===== src/rtl/zb32_pkg.sv =====
package zb32_pkg;

	localparam int LENGTH_WIDTH_DEF = 16;
	localparam int ACC_BITS = 12;
	localparam int HELD_W = $clog2(ACC_BITS + 1);
	localparam int ENC_W = 5;
	localparam int DEC_W = 8;
	localparam int SENT_W = 16;
	localparam int MAX_RES = 3;
	localparam int RES_CNT_W = $clog2(MAX_RES + 1);
	localparam int RES_IDX_W = $clog2(MAX_RES);
	localparam int QUEUE_DEPTH = 2;
	localparam int QPTR_W = (QUEUE_DEPTH > 1) ? $clog2(QUEUE_DEPTH) : 1;
	localparam int QCNT_W = $clog2(QUEUE_DEPTH + 1);

	typedef enum logic {
		OP_ENCODE = 1'b0,
		OP_DECODE = 1'b1
	} op_t;

	typedef struct packed {
		logic [RES_CNT_W-1:0] cnt;
		logic [MAX_RES-1:0][7:0] sym;
		logic inv;
		logic last;
	} zb32_job_t;

	typedef struct packed {
		logic bad;
		logic [ENC_W-1:0] val;
	} rev_t;

	function automatic logic [ACC_BITS-1:0] low_mask(logic [HELD_W-1:0] n);
		return ~({ACC_BITS{1'b1}} << n);
	endfunction

	function automatic logic [7:0] alpha_char(logic [ENC_W-1:0] idx);
		logic [7:0] ch;
		unique case (idx)
			5'd0: ch = "y";
			5'd1: ch = "b";
			5'd2: ch = "n";
			5'd3: ch = "d";
			5'd4: ch = "r";
			5'd5: ch = "f";
			5'd6: ch = "g";
			5'd7: ch = "8";
			5'd8: ch = "e";
			5'd9: ch = "j";
			5'd10: ch = "k";
			5'd11: ch = "m";
			5'd12: ch = "c";
			5'd13: ch = "p";
			5'd14: ch = "q";
			5'd15: ch = "x";
			5'd16: ch = "o";
			5'd17: ch = "t";
			5'd18: ch = "1";
			5'd19: ch = "u";
			5'd20: ch = "w";
			5'd21: ch = "i";
			5'd22: ch = "s";
			5'd23: ch = "z";
			5'd24: ch = "a";
			5'd25: ch = "3";
			5'd26: ch = "4";
			5'd27: ch = "5";
			5'd28: ch = "h";
			5'd29: ch = "7";
			5'd30: ch = "6";
			default: ch = "9";
		endcase
		return ch;
	endfunction

	function automatic rev_t rev_lookup(logic [7:0] ch);
		rev_t r;
		r.bad = 1'b0;
		unique case (ch)
			"y": r.val = 5'd0;
			"b": r.val = 5'd1;
			"n": r.val = 5'd2;
			"d": r.val = 5'd3;
			"r": r.val = 5'd4;
			"f": r.val = 5'd5;
			"g": r.val = 5'd6;
			"8": r.val = 5'd7;
			"e": r.val = 5'd8;
			"j": r.val = 5'd9;
			"k": r.val = 5'd10;
			"m": r.val = 5'd11;
			"c": r.val = 5'd12;
			"p": r.val = 5'd13;
			"q": r.val = 5'd14;
			"x": r.val = 5'd15;
			"o": r.val = 5'd16;
			"t": r.val = 5'd17;
			"1": r.val = 5'd18;
			"u": r.val = 5'd19;
			"w": r.val = 5'd20;
			"i": r.val = 5'd21;
			"s": r.val = 5'd22;
			"z": r.val = 5'd23;
			"a": r.val = 5'd24;
			"3": r.val = 5'd25;
			"4": r.val = 5'd26;
			"5": r.val = 5'd27;
			"h": r.val = 5'd28;
			"7": r.val = 5'd29;
			"6": r.val = 5'd30;
			"9": r.val = 5'd31;
			default: begin
				r.val = 5'd0;
				r.bad = 1'b1;
			end
		endcase
		return r;
	endfunction

endpackage


===== src/rtl/zb32_if.sv =====
interface zb32_in_if #(parameter int LENGTH_WIDTH = zb32_pkg::LENGTH_WIDTH_DEF);
	logic valid;
	logic ready;
	logic operation;
	logic [7:0] data;
	logic last;
	logic [LENGTH_WIDTH-1:0] total_bits;

	modport source (output valid, operation, data, last, total_bits, input ready);
	modport sink (input valid, operation, data, last, total_bits, output ready);
endinterface

interface zb32_out_if;
	logic valid;
	logic ready;
	logic [7:0] symbol;
	logic last_out;
	logic invalid;

	modport source (output valid, symbol, last_out, invalid, input ready);
	modport sink (input valid, symbol, last_out, invalid, output ready);
endinterface


===== src/rtl/zbase32_codec_core.sv =====
// A result passes through the job queue and then the output register before it is ready for transfer.
// Throughput: one input item per cycle while the queue has room; one result per cycle
//   while dout.ready takes it. An item yields 0 to 3 results, one output transfer each.
// A 2-entry job queue lets the input side run ahead while results wait on the output.
// Reset: arst_n clears the bit accumulator, counters, error flag, queue and output valid.
module zbase32_codec_core #(
	parameter int LENGTH_WIDTH = zb32_pkg::LENGTH_WIDTH_DEF
) (
	input logic clk,
	input logic arst_n,
	zb32_in_if.sink din,
	zb32_out_if.source dout
);
	import zb32_pkg::*;

	logic push;
	logic full;
	logic head_valid;
	logic pop;
	zb32_job_t push_job;
	zb32_job_t head;

	zb32_front #(
		.LENGTH_WIDTH(LENGTH_WIDTH)
	) u_front (
		.clk(clk),
		.arst_n(arst_n),
		.din(din),
		.full(full),
		.push(push),
		.push_job(push_job)
	);

	zb32_queue u_queue (
		.clk(clk),
		.arst_n(arst_n),
		.push(push),
		.push_job(push_job),
		.full(full),
		.head_valid(head_valid),
		.head(head),
		.pop(pop)
	);

	zb32_back u_back (
		.clk(clk),
		.arst_n(arst_n),
		.head_valid(head_valid),
		.head(head),
		.pop(pop),
		.dout(dout)
	);

endmodule


===== src/rtl/zb32_front.sv =====
module zb32_front #(
	parameter int LENGTH_WIDTH = zb32_pkg::LENGTH_WIDTH_DEF
) (
	input logic clk,
	input logic arst_n,
	zb32_in_if.sink din,
	input logic full,
	output logic push,
	output zb32_pkg::zb32_job_t push_job
);
	import zb32_pkg::*;

	localparam int CMP_W = (LENGTH_WIDTH > SENT_W + 3) ? LENGTH_WIDTH : SENT_W + 3;

	logic [ACC_BITS-1:0] acc_q;
	logic [HELD_W-1:0] held_q;
	logic [SENT_W-1:0] sent_q;
	logic err_q;

	logic accept;
	logic dec;
	rev_t rv;
	logic err_n;
	logic [HELD_W-1:0] w;
	logic [HELD_W-1:0] room;
	logic [HELD_W-1:0] h0;
	logic [HELD_W-1:0] h1;
	logic [HELD_W-1:0] h2;
	logic [ACC_BITS-1:0] kept;
	logic [ACC_BITS-1:0] acc1;
	logic [ACC_BITS-1:0] acc2;
	logic [RES_CNT_W-1:0] ngrp;
	logic [RES_CNT_W-1:0] ncand;
	logic [RES_CNT_W-1:0] nok;
	logic [RES_CNT_W-1:0] nemit;
	logic [7:0] grp0;
	logic [7:0] grp1;
	logic [7:0] pad;
	logic [MAX_RES-1:0][7:0] cand;
	logic [MAX_RES-1:0] ok;
	logic [SENT_W:0] sum;
	logic [SENT_W-1:0] sent_n;
	logic [CMP_W-1:0] len;

	assign accept = din.valid && din.ready;
	assign din.ready = !full;

	always_comb begin
		dec = (din.operation == OP_DECODE);
		rv = rev_lookup(din.data);
		err_n = err_q | (dec & rv.bad);
		w = dec ? HELD_W'(ENC_W) : HELD_W'(DEC_W);
		room = HELD_W'(ACC_BITS) - w;
		h0 = (held_q > room) ? room : held_q;
		kept = acc_q & low_mask(h0);
		if (dec) begin
			acc1 = (kept << ENC_W) | ACC_BITS'(rv.val);
		end else begin
			acc1 = (kept << DEC_W) | ACC_BITS'(din.data);
		end
		h1 = h0 + w;
		grp1 = '0;
		if (dec) begin
			ngrp = (h1 >= HELD_W'(DEC_W)) ? RES_CNT_W'(1) : RES_CNT_W'(0);
			grp0 = 8'(acc1 >> (h1 - HELD_W'(DEC_W)));
			h2 = (ngrp != '0) ? h1 - HELD_W'(DEC_W) : h1;
		end else begin
			if (h1 >= HELD_W'(2 * ENC_W)) begin
				ngrp = RES_CNT_W'(2);
				h2 = h1 - HELD_W'(2 * ENC_W);
			end else if (h1 >= HELD_W'(ENC_W)) begin
				ngrp = RES_CNT_W'(1);
				h2 = h1 - HELD_W'(ENC_W);
			end else begin
				ngrp = '0;
				h2 = h1;
			end
			grp0 = alpha_char(ENC_W'(acc1 >> (h1 - HELD_W'(ENC_W))));
			grp1 = alpha_char(ENC_W'(acc1 >> (h1 - HELD_W'(2 * ENC_W))));
		end
		acc2 = acc1 & low_mask(h2);
		if (dec) begin
			pad = 8'(acc2 << (HELD_W'(DEC_W) - h2));
		end else begin
			pad = alpha_char(ENC_W'(acc2 << (HELD_W'(ENC_W) - h2)));
		end
		cand[0] = (ngrp == RES_CNT_W'(0)) ? pad : grp0;
		cand[1] = (ngrp == RES_CNT_W'(1)) ? pad : grp1;
		cand[2] = pad;
		ncand = ngrp + RES_CNT_W'(din.last && (h2 != '0));
	end

	assign len = CMP_W'(din.total_bits);

	for (genvar j = 0; j < MAX_RES; j++) begin : g_cap
		logic [SENT_W:0] raw;
		logic [SENT_W-1:0] nj;
		logic [CMP_W-1:0] scaled;
		always_comb begin
			raw = {1'b0, sent_q} + (SENT_W + 1)'(j);
			nj = raw[SENT_W] ? {SENT_W{1'b1}} : raw[SENT_W-1:0];
			if (dec) begin
				scaled = CMP_W'(nj) << 3;
			end else begin
				scaled = (CMP_W'(nj) << 2) + CMP_W'(nj);
			end
		end
		assign ok[j] = (scaled < len);
	end

	always_comb begin
		nok = !ok[0] ? RES_CNT_W'(0) : !ok[1] ? RES_CNT_W'(1) :
			!ok[2] ? RES_CNT_W'(2) : RES_CNT_W'(3);
		nemit = (nok < ncand) ? nok : ncand;
		sum = {1'b0, sent_q} + (SENT_W + 1)'(nemit);
		sent_n = sum[SENT_W] ? {SENT_W{1'b1}} : sum[SENT_W-1:0];
	end

	assign push = accept && (nemit != '0);

	always_comb begin
		push_job.cnt = nemit;
		push_job.sym = cand;
		push_job.inv = dec & err_n;
		push_job.last = din.last;
	end

	always_ff @(posedge clk or negedge arst_n) begin
		if (!arst_n) begin
			acc_q <= '0;
			held_q <= '0;
			sent_q <= '0;
			err_q <= 1'b0;
		end else if (accept) begin
			if (din.last) begin
				acc_q <= '0;
				held_q <= '0;
				sent_q <= '0;
				err_q <= 1'b0;
			end else begin
				acc_q <= acc2;
				held_q <= h2;
				sent_q <= sent_n;
				err_q <= err_n;
			end
		end
	end

	assert property (@(posedge clk) disable iff (!arst_n) held_q <= HELD_W'(ACC_BITS))
		else $error("pending bit count above accumulator size");

endmodule


===== src/rtl/zb32_queue.sv =====
module zb32_queue (
	input logic clk,
	input logic arst_n,
	input logic push,
	input zb32_pkg::zb32_job_t push_job,
	output logic full,
	output logic head_valid,
	output zb32_pkg::zb32_job_t head,
	input logic pop
);
	import zb32_pkg::*;

	zb32_job_t slot_q [QUEUE_DEPTH];
	logic [QPTR_W-1:0] wp_q;
	logic [QPTR_W-1:0] rp_q;
	logic [QCNT_W-1:0] cnt_q;

	assign full = (cnt_q == QCNT_W'(QUEUE_DEPTH));
	assign head_valid = (cnt_q != '0);
	assign head = slot_q[rp_q];

	always_ff @(posedge clk) begin
		if (push) begin
			slot_q[wp_q] <= push_job;
		end
	end

	always_ff @(posedge clk or negedge arst_n) begin
		if (!arst_n) begin
			wp_q <= '0;
			rp_q <= '0;
			cnt_q <= '0;
		end else begin
			if (push) begin
				wp_q <= (wp_q == QPTR_W'(QUEUE_DEPTH - 1)) ? '0 : wp_q + 1'b1;
			end
			if (pop) begin
				rp_q <= (rp_q == QPTR_W'(QUEUE_DEPTH - 1)) ? '0 : rp_q + 1'b1;
			end
			if (push && !pop) begin
				cnt_q <= cnt_q + 1'b1;
			end else if (pop && !push) begin
				cnt_q <= cnt_q - 1'b1;
			end
		end
	end

	assert property (@(posedge clk) disable iff (!arst_n) push |-> !full)
		else $error("push into full queue");
	assert property (@(posedge clk) disable iff (!arst_n) pop |-> head_valid)
		else $error("pop from empty queue");

endmodule


===== src/rtl/zb32_back.sv =====
module zb32_back (
	input logic clk,
	input logic arst_n,
	input logic head_valid,
	input zb32_pkg::zb32_job_t head,
	output logic pop,
	zb32_out_if.source dout
);
	import zb32_pkg::*;

	logic [RES_IDX_W-1:0] idx_q;
	logic ov_q;
	logic [7:0] sym_q;
	logic last_q;
	logic inv_q;

	logic load;
	logic final_res;

	assign load = head_valid && (!ov_q || dout.ready);
	assign final_res = (RES_CNT_W'(idx_q) == head.cnt - 1'b1);
	assign pop = load && final_res;

	assign dout.valid = ov_q;
	assign dout.symbol = sym_q;
	assign dout.last_out = last_q;
	assign dout.invalid = inv_q;

	always_ff @(posedge clk or negedge arst_n) begin
		if (!arst_n) begin
			idx_q <= '0;
			ov_q <= 1'b0;
		end else if (load) begin
			ov_q <= 1'b1;
			idx_q <= final_res ? '0 : idx_q + 1'b1;
		end else if (dout.ready) begin
			ov_q <= 1'b0;
		end
	end

	always_ff @(posedge clk) begin
		if (load) begin
			sym_q <= head.sym[idx_q];
			last_q <= head.last && final_res;
			inv_q <= head.inv;
		end
	end

	assert property (@(posedge clk) disable iff (!arst_n) head_valid |-> head.cnt != '0)
		else $error("queued job without results");
	assert property (@(posedge clk) disable iff (!arst_n)
		head_valid |-> RES_CNT_W'(idx_q) < head.cnt)
		else $error("result index past job count");

endmodule

===== src/flat_wrapper.sv =====
// flat-port wrapper written by rule: the top's interface ports become plain ports
module zbase32_codec_core_flat import zb32_pkg::*;
#(
	parameter int LENGTH_WIDTH = zb32_pkg::LENGTH_WIDTH_DEF
)
  (clk, arst_n, din_valid, din_operation, din_data, din_last, din_total_bits, din_ready, dout_valid, dout_symbol, dout_last_out, dout_invalid, dout_ready);
  zb32_in_if #(.LENGTH_WIDTH(LENGTH_WIDTH)) din_i ();
  zb32_out_if dout_i ();
  input logic clk;
  input logic arst_n;
  input wire logic [$bits(din_i.valid)-1:0] din_valid;
  input wire logic [$bits(din_i.operation)-1:0] din_operation;
  input wire logic [$bits(din_i.data)-1:0] din_data;
  input wire logic [$bits(din_i.last)-1:0] din_last;
  input wire logic [$bits(din_i.total_bits)-1:0] din_total_bits;
  output wire logic [$bits(din_i.ready)-1:0] din_ready;
  output wire logic [$bits(dout_i.valid)-1:0] dout_valid;
  output wire logic [$bits(dout_i.symbol)-1:0] dout_symbol;
  output wire logic [$bits(dout_i.last_out)-1:0] dout_last_out;
  output wire logic [$bits(dout_i.invalid)-1:0] dout_invalid;
  input wire logic [$bits(dout_i.ready)-1:0] dout_ready;
  assign din_i.valid = din_valid;
  assign din_i.operation = din_operation;
  assign din_i.data = din_data;
  assign din_i.last = din_last;
  assign din_i.total_bits = din_total_bits;
  assign din_ready = din_i.ready;
  assign dout_valid = dout_i.valid;
  assign dout_symbol = dout_i.symbol;
  assign dout_last_out = dout_i.last_out;
  assign dout_invalid = dout_i.invalid;
  assign dout_i.ready = dout_ready;
  zbase32_codec_core #(.LENGTH_WIDTH(LENGTH_WIDTH)) u_core (.clk(clk), .arst_n(arst_n), .din(din_i), .dout(dout_i));
endmodule

===== config.mk =====
export PLATFORM = sky130hd
export DESIGN_NAME = zbase32_codec_core_flat
export DESIGN_NICKNAME = d
export VERILOG_FILES = /design/src/rtl/zb32_pkg.sv /design/src/rtl/zb32_if.sv /design/src/rtl/zbase32_codec_core.sv /design/src/rtl/zb32_front.sv /design/src/rtl/zb32_queue.sv /design/src/rtl/zb32_back.sv /design/src/flat_wrapper.sv
export SDC_FILE = /design/constraint.sdc
export NUM_CORES = 1
export LEC_CHECK = 0
export ABC_CLOCK_PERIOD_IN_PS = 7590
export BUFFER_PORTS_ARGS = -buffer_cell sky130_fd_sc_hd__buf_2
export CAP_MARGIN = 10
export CORE_MARGIN = 4
export CORE_UTILIZATION = 60
export CTS_BUF_LIST = sky130_fd_sc_hd__clkbuf_2
export DETAILED_ROUTE_END_ITERATION = 8
export PLACE_DENSITY = 0.8
export SLEW_MARGIN = 25
export SYNTH_ARGS = -nofsm -noshare
export SYNTH_HDL_FRONTEND = slang
export SYNTH_SLANG_ARGS = --single-unit

===== constraint.sdc =====
create_clock -name clk -period 7.59 [get_ports clk]
set_input_delay 0.759 -clock clk [delete_from_list [all_inputs] [get_ports clk]]
set_output_delay 0.759 -clock clk [all_outputs]
set_load 0.01 [all_outputs]

After elaboration in Yosys (flattened, before gate mapping)
Memory sizes are Yosys's and may differ from the RTL's.
Index checks and enable logic that the tools add are counted.
- multiplexer cells: 43
- magnitude comparators: 9
- shift-type cells: 7
- eq/ne operators: 35
- bitwise gates (word level): 9
- add/subtract/negate cells: 20
- reductions and logical operators: 21
- operators with widths (cell ; count):
    8-bit by 7-bit equality test with 1-bit output, second input constant ; 24
    5-bit case mux with 31 select lines ; 1
    8-bit by 6-bit equality test with 1-bit output, second input constant ; 8
    16-bit two-way mux ; 4
    18-bit by 16-bit adder with 19-bit output ; 3
    19-bit by 16-bit < comparator with 1-bit output ; 3
    19-bit two-way mux ; 3
    8-bit two-way mux ; 6
    32-bit OR reduction ; 1
    4-bit two-way mux ; 7
    12-bit by 4-bit >> shifter with 5-bit output ; 2
    16-bit by 1-bit adder with 17-bit output, second input constant ; 1
    16-bit by 2-bit adder with 17-bit output ; 1
    16-bit by 2-bit adder with 17-bit output, second input constant ; 1
    8-bit binary-select mux with 2-bit select ; 1
    2-bit two-way mux ; 8
    12-bit bitwise AND ; 1
    12-bit two-way mux ; 1
    12-bit NOT ; 1
    12-bit by 5-bit OR with 12-bit output ; 1
    12-bit by 8-bit OR with 12-bit output ; 1
    12-bit by 4-bit left shift with 12-bit output, first input constant ; 1
    12-bit by 4-bit left shift with 5-bit output ; 1
    12-bit by 4-bit left shift with 7-bit output, first input constant ; 1
    other kinds (31) ; 62
- memory bits (writable): 56
- ROM bits: 576
- output and inout port bits: 12
- bits of input ports: 30
- register bits after elaboration: 45
- word-level logic and storage cells: 160
- memories: 4
- memories (name ; depth ; width ; read ports ; clocked after memory_dff ; write ports ; line ; RTL):
    (name not given) ; 32 ; 6 ; 1 ; 0 ; 0 ; zb32_pkg.sv:39 ; unique case (idx)
    (name not given) ; 32 ; 6 ; 1 ; 0 ; 0 ; zb32_pkg.sv:39 ;
    (name not given) ; 32 ; 6 ; 1 ; 0 ; 0 ; zb32_pkg.sv:39 ;
    u_core.u_queue.slot_q ; 2 ; 28 ; 1 ; 0 ; 1 ; zb32_queue.sv:13 ; zb32_job_t slot_q [QUEUE_DEPTH];

Logic depth before layout (Yosys ltp)
- word-level depth: 21
- gate-level depth with buffers: 44
- gate-level depth less buffers: 42

Hierarchy
Synthesis repeated with hierarchy kept, for this count alone.
- cell total of the unflattened synthesis: 1584
- area, all modules: 13299.0 sq um
- by module, submodules not included (module ; area an instance (sq um) ; instances ; seq. area each (sq um) ; cells each):
    zb32_front ; 10387.5 ; 1 ; 700.7 ; 1422
    zb32_queue ; 2257.2 ; 1 ; 1781.7 ; 103
    zb32_back ; 654.4 ; 1 ; 375.4 ; 59

Least setup slack after synthesis
Ideal clock, no wire load.
- kind: input port to flip-flop
- start point: input port din_operation
- end point: memory u_core.u_queue.slot_q[0][0] (netlist bit), enable pin
- cell stages on the path: 31
- data required time: 7134 ps
- path slack: -1791 ps
- arrival: 8925 ps
- cell sequence: clkinv_1 > clkbuf_1 > buf_1 > buf_1 > ha_1 > nor2b_1 > o21a_2 > o31ai_1 > ha_1 > clkbuf_1 > inv_1 > buf_1 > clkbuf_1 > ha_1 > inv_1 > o21ai_2 > nor3_1 > o21ai_1 > nand2_1 > inv_1 > ha_1 > inv_1 > o31a_1 > ha_1 > xnor2_1 > inv_1 > ha_1 > inv_1 > a21o_1 > o21ai_0 > a211oi_1
- longest elaborated chain between the ends: 19
- elaborated cells on any way between the ends: 38
- RTL lines (item ; line ; RTL):
    start: declaration ; flat_wrapper.sv:12 ; input wire logic [$bits(din_i.operation)-1:0] din_operation;
    4-bit two-way mux ; zb32_front.sv:52 ; w = dec ? HELD_W'(ENC_W) : HELD_W'(DEC_W);
    4-bit subtractor ; zb32_front.sv:53 ; room = HELD_W'(ACC_BITS) - w;
    4-bit greater-than comparator ; zb32_front.sv:54 ; h0 = (held_q > room) ? room : held_q;
    4-bit two-way mux ; zb32_front.sv:54 ;
    4-bit adder ; zb32_front.sv:61 ; h1 = h0 + w;
    4-bit greater-or-equal comparator ; zb32_front.sv:64 ; ngrp = (h1 >= HELD_W'(DEC_W)) ? RES_CNT_W'(1) : RES_CNT_W'(0);
    1-bit two-way mux ; zb32_front.sv:64 ;
    2-bit nonzero test ; zb32_front.sv:66 ; h2 = (ngrp != '0) ? h1 - HELD_W'(DEC_W) : h1;
    (+3 left out) ; -- ;
    1-bit logical AND ; zb32_front.sv:90 ; ncand = ngrp + RES_CNT_W'(din.last && (h2 != '0));
    2-bit by 1-bit adder with 2-bit output ; zb32_front.sv:90 ;
    2-bit < comparator ; zb32_front.sv:114 ; nemit = (nok < ncand) ? nok : ncand;
    2-bit two-way mux (*) ; zb32_front.sv:114 ;
    2-bit nonzero test (*) ; zb32_front.sv:119 ; assign push = accept && (nemit != '0);
    1-bit logical AND (*) ; zb32_front.sv:119 ;
    1-bit two-way mux (*) ; zb32_queue.sv:23 ; if (push) begin
    1-bit two-way mux (implied by the code) (*) ; zb32_queue.sv:24 ; slot_q[wp_q] <= push_job;
    end: declaration ; zb32_queue.sv:13 ;
Every way passes the cells marked *; elsewhere a longest branch is shown, timed or not.

==> run_results.csv <==
group,metric,value,unit
detailed_routing,wl_per_cell,19.62,um
timing,timing.final.crit_period,7.058,ns
critical_path,rr_endpoint,"u_core.u_front.sent_q[13]$_DFFE_PN0P_",
clocking,clk_latency,0.63,ns
global_routing,grt_pass1_vias,11850,
detailed_routing,ant_nets,0,
die,die_w,156.8,um
run,drv_cap,0,
synthesis,syn-num-nets,1819,
global_routing,grt_start_max_net_pins,113,
critical_path,worst_path_most_repeated_cell,"ha_1",
synthesis,ys.flop_type,"edfxtp_1",
timing,hold_slack,0.1834,ns
run_status,outcome,"complete, no violations",
timing,finalClockSkew,0.04182,ns
synthesis,synth_edf_count,66,
layout,final_cell_mix,"nand2_1, ha_1, nor2_1",
layout,area_growth,6.585,%
detailed_routing,first_pass_iters,6,
die,placementRows,54,
timing,tns,0,ns
detailed_routing,drc,0,
timing,finalCritPeriodShare,92.99,%
min_path,hold_path_class,"in -> async",
critical_path,reg2reg_slack,0.53,ns
critical_path,worstSetupEndpointType,"flip-flop",
place,place_hpwl,29060,um
clocking,cts_inserted_buffers,9,
synthesis,synth_top_family_by_area,"compound AO/OA/AOI/OAI gates",
synthesis,yosysWarnings,0,
detailed_routing,vias_per_cell,6.763,
critical_path,startpoint_type,"flip-flop",
synthesis,synth_area,13280,um^2
critical_path,required,8.17,ns
place,numPortBuffers,41,
synthesis,yosys.area_share.simple,20.26,%
layout,drive_gt1_share,12.97,%
synthesis,synthArstFlopShare,34.65,%
detailed_routing,routed_wl,38310,um
detailed_routing,drt-initial-drc-count,1684,
synthesis,netlist_instances,1650,
global_routing,grt_overflow,0,
critical_path,slowest_delay,0.69,ns
clocking,cts_tree,"built",
critical_path,r2r-start,"u_core.u_front.sent_q[1]$_DFFE_PN0P_",
layout,multi_input_area,9803,um^2
critical_path,cp_max_fo,7,
timing,hold_viol,0,
timing,final_max_slew_viol_count,0,
die,ios,42,
clocking,tritoncts_num_sinks,101,
clocking,clk_pin_slew,0.30,ns
critical_path,crit_path_start,"u_core.u_front.sent_q[1]$_DFFE_PN0P_",
critical_path,cp_slowest_cell,"nor3_1",
clocking,cts_max_level,3,
clocking,cts_buffer_depth,2,
layout,fillers,1883,
global_routing,grt_usage,30.65,%
timing,clock.fmax,141.7,MHz
synthesis,synth-seq-cells,101,
synthesis,synthAdderAreaFrac,13.40,%
synthesis,muxShareOfSynthArea,5.483,%
synthesis,syn_avg_cell_area,8.049,um^2
critical_path,cp_top_family,"simple AND/OR/NAND/NOR gates",
critical_path,path_class,"reg -> reg",
die,start_util,60.86,%
synthesis,synth-xor-area-share,3.947,%
global_routing,antenna_found_initial,0,
critical_path,path_depth,34,
critical_path,reg2regPathDepth,34,
critical_path,cp_num_buf_inv,2,
detailed_routing,via_count,13210,
timing,setup_viol,0,
timing,worstMarginPinSlew,0.9448,ns
layout,final_common_cell,"nand2_1",
global_routing,grt_pass1_wl,62260,um
place,globalplace.congestion,0.9686,
die,core-area,21820,um^2
layout,num_antenna_cells,0,
critical_path,critical_path.endpoint,"u_core.u_front.sent_q[13]$_DFFE_PN0P_",
die,die_h,156.8,um
synthesis,synth.distinct_cells,112,
synthesis,seq_area_frac_synth,21.52,%
layout,nets,1837,
layout,regArea,2860,um^2
die,die-area,24580,um^2
synthesis,synth-compound-area-share,29.85,%
clocking,root_buffer,"clkbuf_2",
timing,max_slew_margin,36.59,%
critical_path,cp.arrival,7.63,ns
sequential cells by signal, summed over array words and instances (netlist names):
name,flops
u_core.u_back.dout.symbol,8
u_core.u_back.idx_q,2
u_core.u_queue.slot_q,56
u_core.u_queue.rp_q,1
u_core.u_front.held_q,4
u_core.u_queue.wp_q,1
u_core.u_back.dout.valid,1
u_core.u_front.acc_q,7
u_core.u_queue.cnt_q,2
u_core.u_front.sent_q,16
u_core.u_front.err_q,1
u_core.u_back.dout.last_out,1
u_core.u_back.dout.invalid,1
what timing repair did:
action,in CTS,in global routing
setup buffers,0,3
endpoints found under the setup margin,5,17
resized for setup,2,18
pin swaps,0,4
hold buffers,0,0
synthesized netlist by cell type, types with 8 or more instances:
cell       number  area share (%)
a21boi_0       10            0.57
nand2b_1       27             1.3
a211oi_1       24             1.4
a31oi_1        37             1.7
a21o_1         30             1.7
mux2_2         13             1.1
a32oi_1         8            0.53
nand3_1        53             2.0
o21ai_0       106             4.0
clkbuf_1       54             1.5
o22a_1         12            0.79
o31ai_1        17            0.96
and3_1          9            0.42
o31a_1         10            0.66
nor2_1        133             3.8
o22ai_1        18            0.85
nor2b_1        22             1.0
buf_2          23            0.87
o21a_1         15            0.85
mux2i_1        30             2.3
o211a_1        11            0.83
edfxtp_1       66              15
a311oi_1       14            0.92
a2111oi_0       8            0.53
nand2_1       164             4.6
o221ai_1        8            0.53
nand4_1        17            0.80
o211ai_1       28             1.6
buf_1          15            0.42
a21oi_1       112             4.2
xor2_1         29             1.9
nor3_1         37             1.4
dfrtp_1        35             6.6
xnor2_1        29             1.9
ha_1          135              13
and2_1         15            0.71
or3_1          10            0.47
inv_1          84             2.4
mux4_2         12             2.0
per-stage QoR:
stage / setup WS, ns / utilization [%] / area (um^2) / std cells
after floorplan: 0.02544 / - / 13350 / 1650
after global placement: 0.4311 / 63.86 / 13940 / 1934
after detailed placement: 0.004373 / 63.86 / 13940 / 1934
after CTS: 0.03764 / 64.48 / 14070 / 1950
after global routing: -0.009777 / 64.87 / 14160 / 1953
final: 0.5322 / 64.87 / 14160 / 1953
metal layers:
layer	vias to the layer above	routed length, um	GRT usage, %
met3	69	3502	4.342
met4	0	828	7.025
met1	6205	17150	46.24
met5	-	0	0
met2	639	16830	46.59
li1	6295	-	-
final cells by class:
| cell class | instances | share of cell area, % |
|---|---|---|
| Clock buffer | 10 | 0.3535 |
| Clock inverter | 6 | 0.5480 |
| Inverter | 88 | 2.378 |
| Multi-Input combinational cell | 1366 | 69.25 |
| Sequential cell | 101 | 20.20 |
| Tap cell | 280 | 2.475 |
| Timing Repair Buffer | 102 | 4.791 |
logic make-up after synthesis:
kind of cell / after synthesis
AOI/OAI and AO/OA: 566
and+or+nand+nor: 545
DFF: 101
muxes: 56
buffers and inverters: 183
adders and majority gates: 140
xor gates and xnor gates: 59
worst min-delay path by stage:
stage                                                     from  cells past startpoint                                    to  slack, ns
after CTS                                               arst_n                      1  u_core.u_front.sent_q[5]$_DFFE_PN0P_       0.18
final                                                   arst_n                      1  u_core.u_front.sent_q[7]$_DFFE_PN0P_       0.18
after global placement    u_core.u_back.dout.valid$_DFFE_PN0P_                      2  u_core.u_back.dout.valid$_DFFE_PN0P_       0.48
after global routing                                    arst_n                      1       u_core.u_queue.rp_q$_DFFE_PN0P_       0.19
after floorplan            u_core.u_front.acc_q[4]$_DFFE_PN0P_                      2   u_core.u_front.acc_q[4]$_DFFE_PN0P_       0.44
after detailed placement  u_core.u_back.dout.valid$_DFFE_PN0P_                      2  u_core.u_back.dout.valid$_DFFE_PN0P_       0.49
worst reg2reg max path: cells and delay by family, from the launching register on:
family	cells	cell delay (ns)
and+or+nand+nor	13	2.80
buffers and inverters	2	0.29
DFF	1	0.47
adders and majority gates	5	1.29
AOI/OAI and AO/OA	12	1.83
xor gates and xnor gates	2	0.36
Power is not shown: default switching activity piles up to over one toggle a cycle in this logic, so the estimate is an artifact.
